[config.mk]
export PLATFORM = sky130hd
export DESIGN_NAME = salru_ram
export DESIGN_NICKNAME = d
export VERILOG_FILES = /design/src/rtl/salru_ram.sv
export SDC_FILE = /design/constraint.sdc
export NUM_CORES = 1
export LEC_CHECK = 0
export ABC_CLOCK_PERIOD_IN_PS = 2600
export BUFFER_PORTS_ARGS = -buffer_cell sky130_fd_sc_hd__buf_2
export CAP_MARGIN = 20
export CELL_PAD_IN_SITES_DETAIL_PLACEMENT = 1
export CELL_PAD_IN_SITES_GLOBAL_PLACEMENT = 1
export CORE_MARGIN = 2
export CORE_UTILIZATION = 53
export CTS_BUF_LIST = sky130_fd_sc_hd__clkbuf_4 sky130_fd_sc_hd__clkbuf_8 sky130_fd_sc_hd__clkbuf_16
export CTS_CLUSTER_SIZE = 20
export DETAILED_ROUTE_END_ITERATION = 10
export HOLD_SLACK_MARGIN = 0.03
export PLACE_DENSITY_LB_ADDON = 0.1
export SLEW_MARGIN = 30
export SYNTH_ARGS = -nofsm -noshare
export SYNTH_HDL_FRONTEND = slang
export SYNTH_SLANG_ARGS = --single-unit
[constraint.sdc]
create_clock -name clk -period 2.6 [get_ports clk]
set_input_delay 0.52 -clock clk [delete_from_list [all_inputs] [get_ports clk]]
set_output_delay 0.52 -clock clk [all_outputs]
set_load 0.005 [all_outputs]
[src/rtl/salru_ram.sv]
`timescale 1ns / 1ps
// Generic single-port-write, single-port-read synchronous RAM with registered read.
// Standalone; used by the cache tag model for its set rows.
module salru_ram #(
	parameter int WIDTH = 8,
	parameter int DEPTH = 16
) (
	input  logic                     clk,
	input  logic                     we,
	input  logic [$clog2(DEPTH)-1:0] waddr,
	input  logic [WIDTH-1:0]         wdata,
	input  logic [$clog2(DEPTH)-1:0] raddr,
	output logic [WIDTH-1:0]         rdata
);

	logic [WIDTH-1:0] mem [DEPTH];

	// Write port and registered read port.
	always_ff @(posedge clk) begin
		if (we) begin
			mem[waddr] <= wdata;
		end
		rdata <= mem[raddr];
	end

endmodule

* After elaboration in Yosys (flattened, before gate mapping)
Memory sizes are Yosys's and may differ from the RTL's. A register that Yosys moved wholly into a read port is not among the register bits. Index checks and enable logic that the tools add are counted.
Storage, ports and cells: bits in writable memories 128, logic and storage cells 3, bits of input ports 18, memories kept 1, bits in registers 0
Memories:
- mem | words 16, width 8, rd ports 1, clocked after Yosys merged registers in 1, write ports 1, line 16 | logic [WIDTH-1:0] mem [DEPTH];
Operators by class: mux-type cells 2
Operators with widths (count):
- 1-bit two-way mux | 2

* Longest topological paths before layout
word-level depth 2, depth in mapped cells 5, gate-level depth less buffers 3

* Worst setup path after synthesis
Ideal clock, no wire load.
path kind input port to flip-flop, start point input waddr[2], end point memory mem[0][0] (enable), arrival 1.630 ns, stages 2, path slack 0.587 ns, path through or3b_2 -> nor3_1
RTL lines:
- start, declared | line 10 | input logic [$clog2(DEPTH)-1:0] waddr,
- end, declared | line 16
No word-level cell before the write port.

==> metrics <==
die area=10500 um^2; vias in the first global route=between 2000 and 3000; final worst-path cycle share=58.4%; first-pass GRT wire length=16200 um; placement row count=35; CTS max path bufs=2; Initial Util=between 50% and 60%; synth warn=0; area grow syn2layout=20.3%; Place WS=between 0.6 and 0.7 ns; Max-Cap Viols=0; WS Path Type=in -> reg; Port Buffers=25; drt pass-1 iters=4; Final WS setup=between 1 and 1.5 ns; clk_skew=about 0.009 ns; CP max FO=32; GRT Residual Overflow=0; synthesized area=roughly 5100 um^2; Avg Vias per Cell=5.82; All-Layer GR Usage=a little under a quarter; core area=around 9300 um^2; Ports=26; RSZ-0062 raised after global routing=no; Synth Register Bits=136; PD cells=871 nW/um^2; Yosys cell types=19; run status=finished, final reports clean; htree depth=4; GR Util met2=between 30% and 40%; synthesized area per cell=roughly 22 um^2; largest net degree at the start of global routing=33; register area share after synthesis=about 78%; max_slew headroom=~57%; maximum VDD drop=between 0.6 and 0.7 mV; Final Setup Violations=0; Period minus WS final=roughly 1.5 ns; Post-CTS Setup Inserts=0; CTS tree=yes; initial antenna violation count=0; final WL=between 10000 and 15000 um; DRT antenna net count=0; CP Launch Type=input port; cts bufs inserted=17; GR Util met3=slightly below 5%; GR Layer Usage met1=around a third; gr busiest metal=met2; Clock Latency Late Sink=roughly 0.52 ns; clk root buf=clkbuf_8; CTS Hold Bufs=0; setup TNS=0 ns; final hold viol count=0; maximum clock frequency=between 600 and 700 MHz; clock sink count=136; class of the worst hold path=in -> reg; Syn Nets=247; Die W=~100 um; Clock Pin Slew Worst Setup and Hold Paths=around 0.060 ns; DRT iter0 DRCs=199; drt wl/cell=roughly 25 um; Gate Count Post-Synth=229; # diodes=0; worst path arrival time=roughly 1.9 ns; Worst EP required=between 2 and 3 ns; leak pwr=0.00214 uW; Die Ht=103 um; Vias=approximately 2500; Final Max Slew Viols=0; Tightest Pin Transition=approximately 0.64 ns; DRC=0; worst hold stages=1; R2R cell count=3; HPWL Detailed=approximately 6200 um; Crit. End Element=flip-flop; Final #Nets=approximately 300; number of gates resized after cts=0; RD Place Congestion=between 0.7 and 0.8; share of cells above drive strength 1=about 33%
[Yosys cell counts]
master,number,area (um^2)
nand3b_1,2,15.0
mux4_1,14,368
mux4_2,18,405
nand2_1,9,33.8
nor2_1,13,48.8
nand3_1,1,5.00
nor2b_1,1,6.26
buf_2,3,15.0
clkdlybuf4s25_2,3,30.0
buf_6,3,33.8
buf_4,1,7.51
a22oi_1,16,120
nor3_1,4,20.0
and2_1,1,6.26
edfxtp_1,128,3840
nand2b_1,2,12.5
and2b_1,1,7.51
dfxtp_1,8,160
or3b_2,1,8.76
[routing by layer]
metal / wire length (um) / vias to the layer above / part of all wire (%)
met1: 4790 / 1300 / 44
met2: 5320 / 79 / 49
li1: - / 1087 / -
met3: 555 / 13 / 5.1
met5: 0 / - / 0
met4: 128 / 0 / 1.2
[metrics by stage]
stage	cell area, um^2	cells	hold slack [ns]	power (uW)	utilization, %
3_5_place_dp	5520	394	0.668	2740	59.2
6_report	6190	426	0.379	5400	66.4
3_3_place_gp	5520	394	0.653	2730	59.2
2_1_floorplan	5150	229	0.619	2630	-
4_1_cts	6190	426	0.361	5430	66.4
5_1_grt	6190	426	0.383	5520	66.4
[path summary, 6_finish.rpt]
path | start | end | slack (ns)
min reg2reg | mem[15][3]$_DFFE_PP_ | rdata[3]$_DFF_P_ | 0.67
max reg2reg | mem[1][2]$_DFFE_PP_ | rdata[2]$_DFF_P_ | 1.13
max | raddr[0] | rdata[2]$_DFF_P_ | 1.08
min | wdata[1] | mem[0][1]$_DFFE_PP_ | 0.38
[registers in the layout, summed over array words and instances (netlist names)]
signal	flops
rdata	8
mem	128
[cells by family (layout without fill, tap and decap cells)]
family	count (synthesis)	count (layout)	share of synthesized area (%)
mux	32	32	15.0
flops	136	136	77.8
buf+inv	10	78	1.68
simple gates	35	35	3.18
compound gates	16	16	2.33
[area by class of cell]
class                      instances  area [um^2]
sequential                       136         4000
clock inverter                    11          219
tap                              129          161
multi-input combinational         83         1060
fill                             754         3130
clock buffer                      21          457
timing repair buffer              46          295
[cell usage in the layout, fill, tap and decap left out, types with 2 or more instances in the layout]
master       n
a22oi_1     16
clkbuf_8     3
buf_2       25
nor2_1      13
dfxtp_1      8
nor3_1       4
clkbuf_16   16
buf_4       20
clkbuf_4     2
nand3b_1     2
nand2b_1     2
mux4_1      14
mux4_2      18
edfxtp_1   128
bufinv_16    6
nand2_1      9
clkinv_4     3
[critical path, stage by stage]
cell	delay (ns)
buf_2	0.10
buf_12	0.25
mux4_1	0.62
a22oi_1	0.28
nand2_1	0.11
[power by group]
group | total, uW | internal (uW) | switching (uW)
Combinational | 230 | 97.2 | 133
Clock | 2700 | 1830 | 872
Sequential | 2470 | 2450 | 15.3
Note: power is estimated with default switching activity, not from simulation.
